## src/gwwb_pkg.sv

```systemverilog
// Shared types and constants for the gray-world white balance gain estimator.
package gwwb_pkg;

    localparam int PIX_W      = 8;
    localparam int GAIN_W     = 16;
    localparam int CFG_IDX_W  = 2;
    localparam int CFG_DATA_W = 9;

    localparam logic [CFG_IDX_W-1:0] CFG_LOW_THRESHOLD  = 2'd0;
    localparam logic [CFG_IDX_W-1:0] CFG_HIGH_THRESHOLD = 2'd1;
    localparam logic [CFG_IDX_W-1:0] CFG_MAX_CHANGE     = 2'd2;
    localparam logic [CFG_IDX_W-1:0] CFG_SUBSAMPLE_STEP = 2'd3;

    typedef enum logic {
        CHAN_RED,
        CHAN_BLUE
    } t_chan;

    typedef struct packed {
        logic  load;
        logic  iter;
        logic  finish;
        logic  clear;
        logic  publish;
        t_chan chan;
    } t_dp_cmd;

endpackage

```

## src/gwwb_ctrl.sv

```systemverilog
// Controller: frame-end sequencing of the shared divider and the output register.
module gwwb_ctrl
    import gwwb_pkg::*;
#(
    parameter int GAIN_FRACTION_BITS = 14
) (
    input  logic    i_clk,
    input  logic    i_rst_n,
    input  logic    i_take,
    input  logic    i_frame_end,
    input  logic    i_out_ready,
    output logic    o_ready,
    output logic    o_out_valid,
    output t_dp_cmd o_cmd
);

    localparam int CNT_W = $clog2(GAIN_FRACTION_BITS + 1);

    typedef enum logic [2:0] {
        S_IDLE,
        S_LOAD,
        S_ITER,
        S_FINISH,
        S_PUBLISH
    } t_state;

    t_state           r_state,     n_state;
    t_chan            r_chan,      n_chan;
    logic [CNT_W-1:0] r_count,     n_count;
    logic             r_out_valid, n_out_valid;

    always_comb begin
        n_state     = r_state;
        n_chan      = r_chan;
        n_count     = r_count;
        n_out_valid = r_out_valid;
        o_cmd       = '0;
        o_cmd.chan  = r_chan;
        if (r_out_valid && i_out_ready) begin
            n_out_valid = 1'b0;
        end
        unique case (r_state)
            S_IDLE: begin
                if (i_take && i_frame_end) begin
                    n_state = S_LOAD;
                    n_chan  = CHAN_RED;
                end
            end
            S_LOAD: begin
                o_cmd.load = 1'b1;
                n_count    = '0;
                n_state    = S_ITER;
            end
            S_ITER: begin
                o_cmd.iter = 1'b1;
                n_count    = r_count + CNT_W'(1);
                if (r_count == CNT_W'(GAIN_FRACTION_BITS)) begin
                    n_state = S_FINISH;
                end
            end
            S_FINISH: begin
                o_cmd.finish = 1'b1;
                if (r_chan == CHAN_RED) begin
                    n_chan  = CHAN_BLUE;
                    n_state = S_LOAD;
                end else begin
                    o_cmd.clear = 1'b1;
                    n_state     = S_PUBLISH;
                end
            end
            S_PUBLISH: begin
                if (!r_out_valid || i_out_ready) begin
                    o_cmd.publish = 1'b1;
                    n_out_valid   = 1'b1;
                    n_state       = S_IDLE;
                end
            end
            default: begin
                n_state = S_IDLE;
            end
        endcase
    end

    always_ff @(posedge i_clk) begin
        if (!i_rst_n) begin
            r_state     <= S_IDLE;
            r_chan      <= CHAN_RED;
            r_count     <= '0;
            r_out_valid <= 1'b0;
        end else begin
            r_state     <= n_state;
            r_chan      <= n_chan;
            r_count     <= n_count;
            r_out_valid <= n_out_valid;
        end
    end

    assign o_ready     = (r_state == S_IDLE);
    assign o_out_valid = r_out_valid;

    a_frame_end_starts_red: assert property (@(posedge i_clk) disable iff (!i_rst_n)
        (i_take && i_frame_end) |=> (r_state == S_LOAD && r_chan == CHAN_RED))
        else $error("frame end did not start the red division");

    a_iter_count_bound: assert property (@(posedge i_clk) disable iff (!i_rst_n)
        (r_state == S_ITER) |-> (r_count <= CNT_W'(GAIN_FRACTION_BITS)))
        else $error("divider step count overran");

    a_valid_from_publish: assert property (@(posedge i_clk) disable iff (!i_rst_n)
        $rose(r_out_valid) |-> ($past(r_state) == S_PUBLISH))
        else $error("result raised outside publish");

endmodule

```

## src/gwwb_dp.sv

```systemverilog
// Datapath: settings, pixel accumulation, shared serial divider and gain registers.
module gwwb_dp
    import gwwb_pkg::*;
#(
    parameter int SUM_WIDTH          = 40,
    parameter int GAIN_FRACTION_BITS = 14
) (
    input  logic                  i_clk,
    input  logic                  i_rst_n,
    input  logic                  i_cfg_we,
    input  logic [CFG_IDX_W-1:0]  i_cfg_index,
    input  logic [CFG_DATA_W-1:0] i_cfg_data,
    input  logic                  i_take,
    input  logic [PIX_W-1:0]      i_red,
    input  logic [PIX_W-1:0]      i_green,
    input  logic [PIX_W-1:0]      i_blue,
    input  logic                  i_row_end,
    input  logic                  i_frame_end,
    input  t_dp_cmd               i_cmd,
    output logic [GAIN_W-1:0]     o_gain_red,
    output logic [GAIN_W-1:0]     o_gain_blue
);

    localparam int SW = SUM_WIDTH;
    localparam int GW = GAIN_FRACTION_BITS + 2;

    typedef enum logic [1:0] {
        SP_NONE,
        SP_ONE,
        SP_HIGH
    } t_special;

    logic [PIX_W-1:0]      r_low_threshold;
    logic [PIX_W-1:0]      r_high_threshold;
    logic [CFG_DATA_W-1:0] r_max_change;
    logic [PIX_W-1:0]      r_subsample_step;

    logic [SW-1:0]    r_sum_red, r_sum_green, r_sum_blue;
    logic [PIX_W-1:0] r_col_phase, r_row_phase;

    logic [SW-1:0] r_rem, r_den;
    logic [GW-1:0] r_quo;
    t_special      r_special;

    logic [GW-1:0]     r_stage_red, r_stage_blue;
    logic [GAIN_W-1:0] r_gain_red,  r_gain_blue;

    function automatic logic [SW-1:0] sat_add(input logic [SW-1:0] acc,
                                              input logic [PIX_W-1:0] v);
        logic [SW:0] s;
        s = {1'b0, acc} + (SW + 1)'(v);
        return s[SW] ? {SW{1'b1}} : s[SW-1:0];
    endfunction

    function automatic logic in_range(input logic [PIX_W-1:0] c,
                                      input logic [PIX_W-1:0] lo,
                                      input logic [PIX_W-1:0] hi);
        return (c >= lo) && (c <= hi);
    endfunction

    // Configuration registers
    always_ff @(posedge i_clk) begin
        if (!i_rst_n) begin
            r_low_threshold  <= PIX_W'(15);
            r_high_threshold <= PIX_W'(240);
            r_max_change     <= CFG_DATA_W'(64);
            r_subsample_step <= PIX_W'(1);
        end else if (i_cfg_we) begin
            unique case (i_cfg_index)
                CFG_LOW_THRESHOLD:  r_low_threshold  <= i_cfg_data[PIX_W-1:0];
                CFG_HIGH_THRESHOLD: r_high_threshold <= i_cfg_data[PIX_W-1:0];
                CFG_MAX_CHANGE:     r_max_change     <= i_cfg_data;
                CFG_SUBSAMPLE_STEP: r_subsample_step <= i_cfg_data[PIX_W-1:0];
                default: ;
            endcase
        end
    end

    // Subsampling phases and accumulation
    logic [PIX_W-1:0] step_eff;
    logic [PIX_W-1:0] col_adv, row_adv;
    logic [PIX_W:0]   col_inc, row_inc;
    logic             keep, count_all, exposed, add_pixel;

    always_comb begin
        step_eff  = (r_subsample_step == '0) ? PIX_W'(1) : r_subsample_step;
        col_inc   = {1'b0, r_col_phase} + (PIX_W + 1)'(1);
        row_inc   = {1'b0, r_row_phase} + (PIX_W + 1)'(1);
        col_adv   = (col_inc >= {1'b0, step_eff}) ? '0 : col_inc[PIX_W-1:0];
        row_adv   = (row_inc >= {1'b0, step_eff}) ? '0 : row_inc[PIX_W-1:0];
        keep      = (r_col_phase == '0) && (r_row_phase == '0);
        count_all = (r_low_threshold == '0) && (r_high_threshold == '0);
        exposed   = in_range(i_red,   r_low_threshold, r_high_threshold)
                 && in_range(i_green, r_low_threshold, r_high_threshold)
                 && in_range(i_blue,  r_low_threshold, r_high_threshold);
        add_pixel = i_take && keep && (count_all || exposed);
    end

    always_ff @(posedge i_clk) begin
        if (!i_rst_n) begin
            r_sum_red   <= '0;
            r_sum_green <= '0;
            r_sum_blue  <= '0;
            r_col_phase <= '0;
            r_row_phase <= '0;
        end else begin
            if (i_cmd.clear) begin
                r_sum_red   <= '0;
                r_sum_green <= '0;
                r_sum_blue  <= '0;
            end else if (add_pixel) begin
                r_sum_red   <= sat_add(r_sum_red,   i_red);
                r_sum_green <= sat_add(r_sum_green, i_green);
                r_sum_blue  <= sat_add(r_sum_blue,  i_blue);
            end
            if (i_take) begin
                if (i_frame_end) begin
                    r_col_phase <= '0;
                    r_row_phase <= '0;
                end else if (i_row_end) begin
                    r_col_phase <= '0;
                    r_row_phase <= row_adv;
                end else begin
                    r_col_phase <= col_adv;
                end
            end
        end
    end

    // Shared restoring divider, one quotient bit per cycle
    logic [SW-1:0] num, den;
    logic [SW:0]   shifted, den_ext;
    logic          num_ge_den, num_ge_2den;

    always_comb begin
        num         = r_sum_green;
        den         = (i_cmd.chan == CHAN_BLUE) ? r_sum_blue : r_sum_red;
        num_ge_den  = (num >= den);
        num_ge_2den = ({1'b0, num} >= {den, 1'b0});
        shifted     = {r_rem, 1'b0};
        den_ext     = {1'b0, r_den};
    end

    always_ff @(posedge i_clk) begin
        if (i_cmd.load) begin
            r_den <= den;
            r_rem <= num_ge_den ? (num - den) : num;
            r_quo <= GW'(num_ge_den);
            if (den == '0) begin
                r_special <= SP_ONE;
            end else if (num_ge_2den) begin
                r_special <= SP_HIGH;
            end else begin
                r_special <= SP_NONE;
            end
        end else if (i_cmd.iter) begin
            if (shifted >= den_ext) begin
                r_rem <= SW'(shifted - den_ext);
                r_quo <= {r_quo[GW-2:0], 1'b1};
            end else begin
                r_rem <= shifted[SW-1:0];
                r_quo <= {r_quo[GW-2:0], 1'b0};
            end
        end
    end

    // Rounding and clamping to one plus or minus the allowed change
    logic [CFG_DATA_W-1:0] mc;
    logic [GW-1:0]         one, delta, lim_lo, lim_hi, rounded, gain;
    logic [GW:0]           quo_inc;

    always_comb begin
        mc      = (r_max_change > CFG_DATA_W'(256)) ? CFG_DATA_W'(256) : r_max_change;
        one     = GW'(1) << GAIN_FRACTION_BITS;
        delta   = GW'(mc) << (GAIN_FRACTION_BITS - 8);
        lim_lo  = one - delta;
        lim_hi  = one + delta;
        quo_inc = {1'b0, r_quo} + (GW + 1)'(1);
        rounded = quo_inc[GW:1];
        case (r_special)
            SP_ONE:  gain = one;
            SP_HIGH: gain = lim_hi;
            default: gain = rounded;
        endcase
        if (gain < lim_lo) begin
            gain = lim_lo;
        end
        if (gain > lim_hi) begin
            gain = lim_hi;
        end
    end

    always_ff @(posedge i_clk) begin
        if (i_cmd.finish) begin
            if (i_cmd.chan == CHAN_BLUE) begin
                r_stage_blue <= gain;
            end else begin
                r_stage_red  <= gain;
            end
        end
    end

    // Output register, loaded only once the previous result is gone
    logic [GW+GAIN_W-1:0] ext_red, ext_blue;

    always_comb begin
        ext_red  = {{GAIN_W{1'b0}}, r_stage_red};
        ext_blue = {{GAIN_W{1'b0}}, r_stage_blue};
    end

    always_ff @(posedge i_clk) begin
        if (i_cmd.publish) begin
            r_gain_red  <= ext_red[GAIN_W-1:0];
            r_gain_blue <= ext_blue[GAIN_W-1:0];
        end
    end

    assign o_gain_red  = r_gain_red;
    assign o_gain_blue = r_gain_blue;

    a_rem_below_den: assert property (@(posedge i_clk) disable iff (!i_rst_n)
        (i_cmd.iter && r_special == SP_NONE) |-> (r_rem < r_den))
        else $error("divider remainder not below divisor");

    a_clear_empties_sums: assert property (@(posedge i_clk) disable iff (!i_rst_n)
        i_cmd.clear |=> (r_sum_red == '0 && r_sum_green == '0 && r_sum_blue == '0))
        else $error("sums not cleared after frame");

endmodule

```

## src/gray_world_white_balance_gains.sv

```systemverilog
// Top level of the gray-world white balance gain estimator.
// Usage:
//   Slave stream: one RGB pixel per transfer, tdata = {blue, green, red} (red lowest),
//   tlast marks the last pixel of a row, tuser marks the last pixel of a frame.
//   Every subsample-step-th column and row is kept; kept pixels whose channels all
//   lie within the thresholds (or all pixels when both thresholds are zero) add
//   to saturating per-channel sums.
//   Master stream: one transfer per frame, tdata = {gain_blue, gain_red} (red lowest),
//   each unsigned with GAIN_FRACTION_BITS fraction bits, clamped to 1 +/- max_change/256.
//   Configuration: write i_cfg_data to register i_cfg_index when i_cfg_we is high
//   (0 low threshold, 1 high threshold, 2 max change, 3 subsample step); write only idle.
// Flow control:
//   Pixels are taken one per cycle while tready is high. The end-of-frame pixel starts
//   a shared one-bit-per-cycle divider that runs red then blue, each division being
//   loaded, iterated and finished in turn; the gains are then published to the output
//   register, and tready is low meanwhile.
// Reset (synchronous, active low) restores the register defaults, clears sums and
// phases and drops any pending result. When the receiver stalls the result holds in
// the output register; pixels keep flowing until the next frame end, whose gains then wait.
module gray_world_white_balance_gains
    import gwwb_pkg::*;
#(
    parameter int SUM_WIDTH          = 40,
    parameter int GAIN_FRACTION_BITS = 14
) (
    input  logic                  i_clk,
    input  logic                  i_rst_n,
    input  logic                  i_s_axis_tvalid,
    output logic                  o_s_axis_tready,
    input  logic [3*PIX_W-1:0]    i_s_axis_tdata,   // red, green, blue
    input  logic                  i_s_axis_tlast,   // row_end
    input  logic                  i_s_axis_tuser,   // frame_end
    output logic                  o_m_axis_tvalid,
    input  logic                  i_m_axis_tready,
    output logic [2*GAIN_W-1:0]   o_m_axis_tdata,   // gain_red, gain_blue
    input  logic                  i_cfg_we,
    input  logic [CFG_IDX_W-1:0]  i_cfg_index,
    input  logic [CFG_DATA_W-1:0] i_cfg_data
);

    t_dp_cmd           cmd;
    logic              ready;
    logic              take;
    logic [GAIN_W-1:0] gain_red, gain_blue;

    // A pixel transfer completes only while the divider is idle
    assign take            = i_s_axis_tvalid && ready;
    assign o_s_axis_tready = ready;

    gwwb_ctrl #(
        .GAIN_FRACTION_BITS(GAIN_FRACTION_BITS)
    ) u_ctrl (
        .i_clk       (i_clk),
        .i_rst_n     (i_rst_n),
        .i_take      (take),
        .i_frame_end (i_s_axis_tuser),
        .i_out_ready (i_m_axis_tready),
        .o_ready     (ready),
        .o_out_valid (o_m_axis_tvalid),
        .o_cmd       (cmd)
    );

    gwwb_dp #(
        .SUM_WIDTH         (SUM_WIDTH),
        .GAIN_FRACTION_BITS(GAIN_FRACTION_BITS)
    ) u_dp (
        .i_clk       (i_clk),
        .i_rst_n     (i_rst_n),
        .i_cfg_we    (i_cfg_we),
        .i_cfg_index (i_cfg_index),
        .i_cfg_data  (i_cfg_data),
        .i_take      (take),
        .i_red       (i_s_axis_tdata[PIX_W-1:0]),
        .i_green     (i_s_axis_tdata[2*PIX_W-1:PIX_W]),
        .i_blue      (i_s_axis_tdata[3*PIX_W-1:2*PIX_W]),
        .i_row_end   (i_s_axis_tlast),
        .i_frame_end (i_s_axis_tuser),
        .i_cmd       (cmd),
        .o_gain_red  (gain_red),
        .o_gain_blue (gain_blue)
    );

    assign o_m_axis_tdata = {gain_blue, gain_red};

endmodule
```

## config.mk

```make
export PLATFORM = sky130hd
export DESIGN_NAME = gray_world_white_balance_gains
export DESIGN_NICKNAME = d
export VERILOG_FILES = /design/src/gwwb_pkg.sv /design/src/gwwb_ctrl.sv /design/src/gwwb_dp.sv /design/src/gray_world_white_balance_gains.sv
export SDC_FILE = /design/constraint.sdc
export NUM_CORES = 1
export LEC_CHECK = 0
export ABC_AREA = 1
export BUFFER_PORTS_ARGS = -buffer_cell sky130_fd_sc_hd__buf_2
export CELL_PAD_IN_SITES_DETAIL_PLACEMENT = 1
export CELL_PAD_IN_SITES_GLOBAL_PLACEMENT = 2
export CORE_MARGIN = 8
export CORE_UTILIZATION = 39
export DETAILED_ROUTE_END_ITERATION = 8
export MAX_ROUTING_LAYER = met4
export PLACE_DENSITY_LB_ADDON = 0.1
export SETUP_SLACK_MARGIN = 0.2
export SYNTH_ARGS = -nofsm -noshare
export SYNTH_HDL_FRONTEND = slang
export SYNTH_SLANG_ARGS = --single-unit
```

## constraint.sdc

```tcl
create_clock -name i_clk -period 7.1 [get_ports i_clk]
set_input_delay 1.065 -clock i_clk [delete_from_list [all_inputs] [get_ports i_clk]]
set_output_delay 1.065 -clock i_clk [all_outputs]
set_load 0.03 [all_outputs]
```

; ---- Word level (Yosys, flattened, before mapping)
; Cells that the tools add are included.
[totals]
wordCells = 139
latch_bits = 0
mem_count = 0
ramBits = 0
input_bits = 42
output_inout_bits = 34
register_bits = 340
rom_bits = 0
[op_classes]
muxes = 40
n_eq_ne = 13
shift = 0
div_mod_pow = 0
n_lt_le_gt_ge = 14
n_reduce_logical = 37
n_mul = 0
add_sub_neg = 11
bitwise = 2
[op_table]
columns = op, count
row1 = $mux W40, 8
row2 = $add A40 B8 Y41, 3
row3 = $sub A40 B40 Y40, 2
row4 = $mux W8, 7
row5 = $ge A40 B41 Y1, 1
row6 = $ge A41 B40 Y1, 1
row7 = $ge A40 B40 Y1, 1
row8 = $logic_not A40 Y1, 1
row9 = $logic_not A8 Y1, 5
row10 = $mux W16, 2
row11 = $pmux W16 S2, 1
row12 = $ge A8 B8 Y1, 3
row13 = $le A8 B8 Y1, 3
row14 = $add A8 B1 Y9 const B, 2
row15 = $ge A9 B8 Y1, 2
row16 = $add A16 B1 Y17 const B, 1
row17 = $add A15 B15 Y16 const A, 1
row18 = $gt A16 B16 Y1, 1
row19 = $lt A16 B16 Y1, 1
row20 = $reduce_and A2 Y1, 8
row21 = $sub A15 B15 Y16 const A, 1
row22 = $pmux W3 S5, 1
row23 = $logic_and A1 B1 Y1, 12
row24 = $mux W1, 12
row25 = 22 further kinds, 37

; ---- Longest topological paths before layout
[depth]
word_depth = 8
depth_mapped = 32
mapped_depth_nobuf = 30

; ---- Cells and area by module
; From an unflattened synthesis, not the netlist that was laid out.
[unflattened]
cells_unflattened = 3976
hier_area_um2 = 27438.8
[modules_own_cells]
columns = mod, area_per_inst_um2, n_inst, cells_each, seq_area_each_um2
row1 = gwwb_dp, 26975.9, 1, 3907, 8097.8
row2 = gwwb_ctrl, 455.4, 1, 67, 180.2
row3 = gray_world_white_balance_gains, 7.5, 1, 2, 0.0

; ---- Worst setup path after synthesis
; Ideal clock, no wire load.
[synth_path]
path_type = flip-flop to flip-flop
start = register u_dp.r_quo[0]
end = register u_dp.r_stage_blue[10], data pin
period_less_slack_ns = 4.044
setup_ns = 0.257
stages_incl_launch_ff = 32
arrival_ns = 3.787
required_time_ns = 6.843
path_slack_ns = 3.056
path_buffers = 2
cell_sequence = edfxtp_1 ha_1 nand2_1 nor2_1 nand3_1 nor2_1 nand3_1 nor2_1 nand4_1 nor3_1 a21oi_1 inv_1 ha_1 nand2_1 inv_1 nand3_1 inv_1 a21oi_1 nand2_1 buf_2 nand2_1 o21ai_0 ha_1 nand2_1 nor2_1 nand4_1 nand3b_1 a21oi_1 nand3_1 buf_2 nand3_1 nand2_1
[synth_via]
elab_chain_len = 6
[synth_rtl]
columns = element, line
row1 = start: declaration, gwwb_dp.sv:42  ; logic [GW-1:0] r_quo;
row2 = start signal: assignment, gwwb_dp.sv:148  ; r_quo <= GW'(num_ge_den);
row3 = start signal: assignment, gwwb_dp.sv:159  ; r_quo <= {r_quo[GW-2:0], 1'b1};
row4 = start signal: assignment, gwwb_dp.sv:162  ; r_quo <= {r_quo[GW-2:0], 1'b0};
row5 = $add A16 B1 Y17 *, gwwb_dp.sv:178  ; quo_inc = {1'b0, r_quo} + (GW + 1)'(1);
row6 = $pmux W16 S2 *, gwwb_dp.sv:180  ; case (r_special)
row7 = $lt A16 B16 Y1, gwwb_dp.sv:185  ; if (gain < lim_lo) begin
row8 = $mux W16 *, gwwb_dp.sv:185
row9 = $gt A16 B16 Y1, gwwb_dp.sv:188  ; if (gain > lim_hi) begin
row10 = $mux W16 *, gwwb_dp.sv:188
row11 = net u_dp.gain[10], gwwb_dp.sv:169  ; logic [GW-1:0] one, delta, lim_lo, lim_hi, rounded, gain;
row12 = end signal: assignment, gwwb_dp.sv:196  ; r_stage_blue <= gain;
row13 = end: declaration, gwwb_dp.sv:45  ; logic [GW-1:0] r_stage_red, r_stage_blue;
; The timed path passes the listed nets; every way through them passes the cells marked *.
; A chain may end at the register's enable or synchronous reset.

; ---- Final worst setup path
[layout_path]
start = register u_dp.r_quo[0]
end = register u_dp.r_stage_red[5], data pin
[layout_via]
elab_chain_len = 6
[layout_rtl]
columns = element, line
row1 = $add A16 B1 Y17 *, gwwb_dp.sv:178
row2 = $pmux W16 S2 *, gwwb_dp.sv:180
row3 = $lt A16 B16 Y1, gwwb_dp.sv:185
row4 = $mux W16 *, gwwb_dp.sv:185
row5 = $gt A16 B16 Y1, gwwb_dp.sv:188
row6 = $mux W16 *, gwwb_dp.sv:188
row7 = net u_dp.gain[5], gwwb_dp.sv:169
row8 = end signal: assignment, gwwb_dp.sv:198  ; r_stage_red <= gain;
row9 = end: declaration, gwwb_dp.sv:45
; Marks and branches as above.

==> impl_metrics.env <==
export IMPL_status="finished, final reports clean"
export IMPL_synthSimpleGateAreaFrac_pct=32.8
export IMPL_syn_area_um2=27800
export IMPL_crit_fanout=26
export IMPL_synth_top_area_share_pct=15.9
export IMPL_min_period_ps=5500
export IMPL_grt_overflow=0
export IMPL_synth_fa_ha_area_share_pct=11.0
export IMPL_gp_congestion=0.947
export IMPL_track_usage_pct=27.0
export IMPL_chipWidth_um=283
export IMPL_multi_input_area_um2=17000
export IMPL_switching_share_pct=42.2
export IMPL_synth_compound_area_share_pct=14.8
export IMPL_slew_violations=0
export IMPL_drc=0
export IMPL_viasPerCell=5.46
export IMPL_hpwl_um=86700
export IMPL_cts_root_buffer="clkbuf_16"
export IMPL_worstHoldStart="u_dp.r_stage_red[2]"
export IMPL_holdPathStages=0
export IMPL_synth_top_family_by_area="simple AND/OR/NAND/NOR gates"
export IMPL_path_delay_family="simple AND/OR/NAND/NOR gates"
export IMPL_antenna_found_initial=3
export IMPL_setup_viol=0
export IMPL_holdPathEnd="u_dp.o_gain_red[2]"
export IMPL_p_per_area_nw_per_um2=282
export IMPL_endpoint_kind="flop"
export IMPL_avgRoutedWirePerCell_um=20.7
export IMPL_ys_types=51
export IMPL_internal_power_uw=5060
export IMPL_final_nets=4565
export IMPL_reg2reg_to="u_dp.r_stage_red[5]"
export IMPL_synth_fp_nets=4501
export IMPL_clk_pin_slew_ps=60
export IMPL_reg2regPathDepth=31
export IMPL_postCtsHoldBufs=0
export IMPL_ys_seq_elements=340
export IMPL_r2r_slack_ps=1600
export IMPL_crit_required_ps=7550
export IMPL_routed_via_count=28804
export IMPL_synthTopCellsByArea="edfxtp_1 16%, nand2_1 14%, dfxtp_1 14%"
export IMPL_max_vdd_ir_drop_uv=169
export IMPL_clock_path_buffers=3
export IMPL_synth_edff_count=147
export IMPL_tightest_slew_ps=1080
export IMPL_io_pins=76
export IMPL_p_leak_uw=0.0142
export IMPL_n_fill_cell=9336
export IMPL_critPathArrivalTime_ps=5950
export IMPL_combPwrFrac_pct=42.7
export IMPL_insertion_delay_ps=610
export IMPL_p_switching_uw=3690
export IMPL_pwr_share_clk_pct=28.7
export IMPL_synth_top_area_cell="edfxtp_1"
export IMPL_synthMuxAreaShare_pct=0
export IMPL_area_growth_pct=11.5
export IMPL_synth_avg_cell_area_um2=6.60
export IMPL_core_area_um2=71100
export IMPL_finalHoldViolCount=0
export IMPL_postCtsSetupBuffers=0
export IMPL_cp_slowest_cell="nand2_1"
export IMPL_die_area_um2=80100
export IMPL_relSlewSlack_pct=27.9
export IMPL_htree_levels=2
export IMPL_async_flop_share_pct=0
export IMPL_hold_worst_slack_ps=415
export IMPL_fin_crit_sh_pct=77.4
export IMPL_grt_start_max_net_pins=83
export IMPL_clock_sinks=340
export IMPL_cts_buffers=45
export IMPL_port_buffers=75
export IMPL_reg2reg_from="u_dp.r_quo[0]"
export IMPL_ant_nets=0
export IMPL_drive_gt1_share_pct=6.25
export IMPL_yosysWarningCount=0
export IMPL_crit_type="reg2reg"
export IMPL_fmax_ghz=0.182
export IMPL_grt_pass1_wl_um=170000
export IMPL_synth_cells=4218
export IMPL_cap_violations=0
export IMPL_startpoint_type="flop"
export IMPL_power_frac_seq_pct=28.5
export IMPL_fin_skew_ps=48.6
export IMPL_ctsResizeCount=0
export IMPL_min_path_type="reg2reg"
export IMPL_dr_pass1_iters=5
export IMPL_grt_pass1_vias=28711
export IMPL_wl_um=109000
export IMPL_critPathMaxStageDelay_ps=450
export IMPL_cp_num_buf_inv=6
export IMPL_synthFlopType="dfxtp_1"
export IMPL_synth_seq_area_share_pct=29.8
export IMPL_tns_ps=0
export IMPL_core_rowCount=98
export IMPL_crit_top_cell="nor2_1"
export IMPL_drt_iter0_markers=2154
export IMPL_cts_tree="built"
export IMPL_die_h_um=283
export IMPL_rsz0062_at_grt="no"
export IMPL_final_seq_area_um2=8280
export IMPL_start_util_pct=39.1
export IMPL_synth_xor_area_share_pct=2.49
per-stage QoR:
step,utilization (%),power (uW),instance area (um2),worst slack (ps),cells
floorplan,-,5140,27800,3060,4218
global placement,41.3,6180,29400,1670,5185
detailed placement,41.3,6250,29400,1470,5185
CTS,43.6,8810,31000,1460,5268
global route,43.6,9370,31000,703,5271
finish,43.6,8750,31000,1600,5271
final cells by class:
type,count,share of cell area [%]
antenna,3,0.0242
clock buffer,57,4.04
clock inverter,26,1.26
inverter,548,6.63
multi-input combinational,3214,54.9
sequential,340,26.7
tap,950,3.83
timing repair buffer,133,2.61
power groups by stage:
stage / Sequential [uW] / Combinational [uW] / Clock (uW)
floorplan: 2490 / 2650 / 0
global placement: 2520 / 3650 / 0
detailed placement: 2530 / 3710 / 0
CTS: 2490 / 3740 / 2570
global route: 2520 / 4200 / 2650
finish: 2500 / 3740 / 2510
synthesized netlist by cell type (all sizes together), types with 3 or more instances:
library cell	number
inv	547
nor4	24
dfxtp	193
o211ai	33
edfxtp	147
nand4	85
buf	44
clkbuf	72
o22ai	4
o21ai	276
nor3b	4
a21o	18
ha	236
o21a	7
xnor2	34
or2	44
o21bai	14
a31oi	9
nor3	68
a211oi	6
nand2	1043
nor2	383
nand3	455
nand3b	15
fa	5
a21boi	6
a21oi	386
xor2	45
o2111ai	3
routing by layer:
layer / global-route usage, % / vias up / routed length (um) / part of all wire (%)
li1: - / 14258 / - / -
met1: 37.7 / 13936 / 53500 / 49
met2: 42.9 / 512 / 49100 / 45
met3: 2.94 / 98 / 4680 / 4.3
met4: 4.25 / 0 / 1680 / 1.5
met5: - / - / 0 / 0
logic make-up after synthesis:
kind of cell / after synthesis
and+or+nand+nor: 2125
other: 1
AOI/OAI and AO/OA: 768
buffers and inverters: 664
DFF: 340
xor gates and xnor gates: 79
adders and majority gates: 241
sequential cells by signal, summed over array words and instances (netlist names), 3 cells and up:
name and flops:
u_ctrl.r_count 4, u_ctrl.r_state 3, u_dp.num 40, u_dp.o_gain_blue 16, u_dp.o_gain_red 16, u_dp.r_col_phase 8, u_dp.r_den 40, u_dp.r_high_threshold 8
u_dp.r_low_threshold 8, u_dp.r_max_change 9, u_dp.r_quo 16, u_dp.r_rem 40, u_dp.r_row_phase 8, u_dp.r_stage_blue 16, u_dp.r_stage_red 16, u_dp.r_subsample_step 8
u_dp.r_sum_blue 40, u_dp.r_sum_red 40
placed cells by master, fill, tap and decap left out, drive strengths merged, types with 2 or more instances in the layout:
| cell type | synthesis | routed |
|---|---|---|
| a211oi | 6 | 6 |
| a21boi | 6 | 6 |
| a21o | 18 | 18 |
| a21oi | 386 | 386 |
| a31oi | 9 | 9 |
| and2 | 2 | 2 |
| buf | 44 | 133 |
| bufinv | 0 | 7 |
| clkbuf | 72 | 57 |
| clkinv | 1 | 12 |
| clkinvlp | 0 | 4 |
| dfxtp | 193 | 193 |
| diode | 0 | 3 |
| edfxtp | 147 | 147 |
| fa | 5 | 5 |
| ha | 236 | 236 |
| inv | 547 | 551 |
| nand2 | 1043 | 1043 |
| nand3 | 455 | 455 |
| nand3b | 15 | 15 |
| nand4 | 85 | 85 |
| nor2 | 383 | 383 |
| nor3 | 68 | 68 |
| nor3b | 4 | 4 |
| nor4 | 24 | 24 |
| o2111ai | 3 | 3 |
| o211ai | 33 | 33 |
| o21a | 7 | 7 |
| o21ai | 276 | 276 |
| o21bai | 14 | 14 |
| o22ai | 4 | 4 |
| o31ai | 2 | 2 |
| or2 | 44 | 44 |
| xnor2 | 34 | 34 |
| xor2 | 45 | 45 |
worst max-delay path by stage:
stage / endpoint / start / slack (ps) / cells after the start
finish: u_dp.r_stage_red[5] / u_dp.r_quo[0] / 1600 / 31
global route: u_dp.r_stage_red[5] / u_dp.r_quo[0] / 700 / 31
CTS: u_dp.r_stage_red[5] / u_dp.r_quo[0] / 1460 / 31
detailed placement: u_dp.r_stage_red[5] / u_dp.r_quo[0] / 1470 / 31
global placement: u_dp.r_stage_blue[5] / u_dp.r_quo[0] / 1670 / 29
floorplan: u_dp.r_stage_blue[10] / u_dp.r_quo[0] / 3060 / 31
Power figures use the tool's default switching activity.
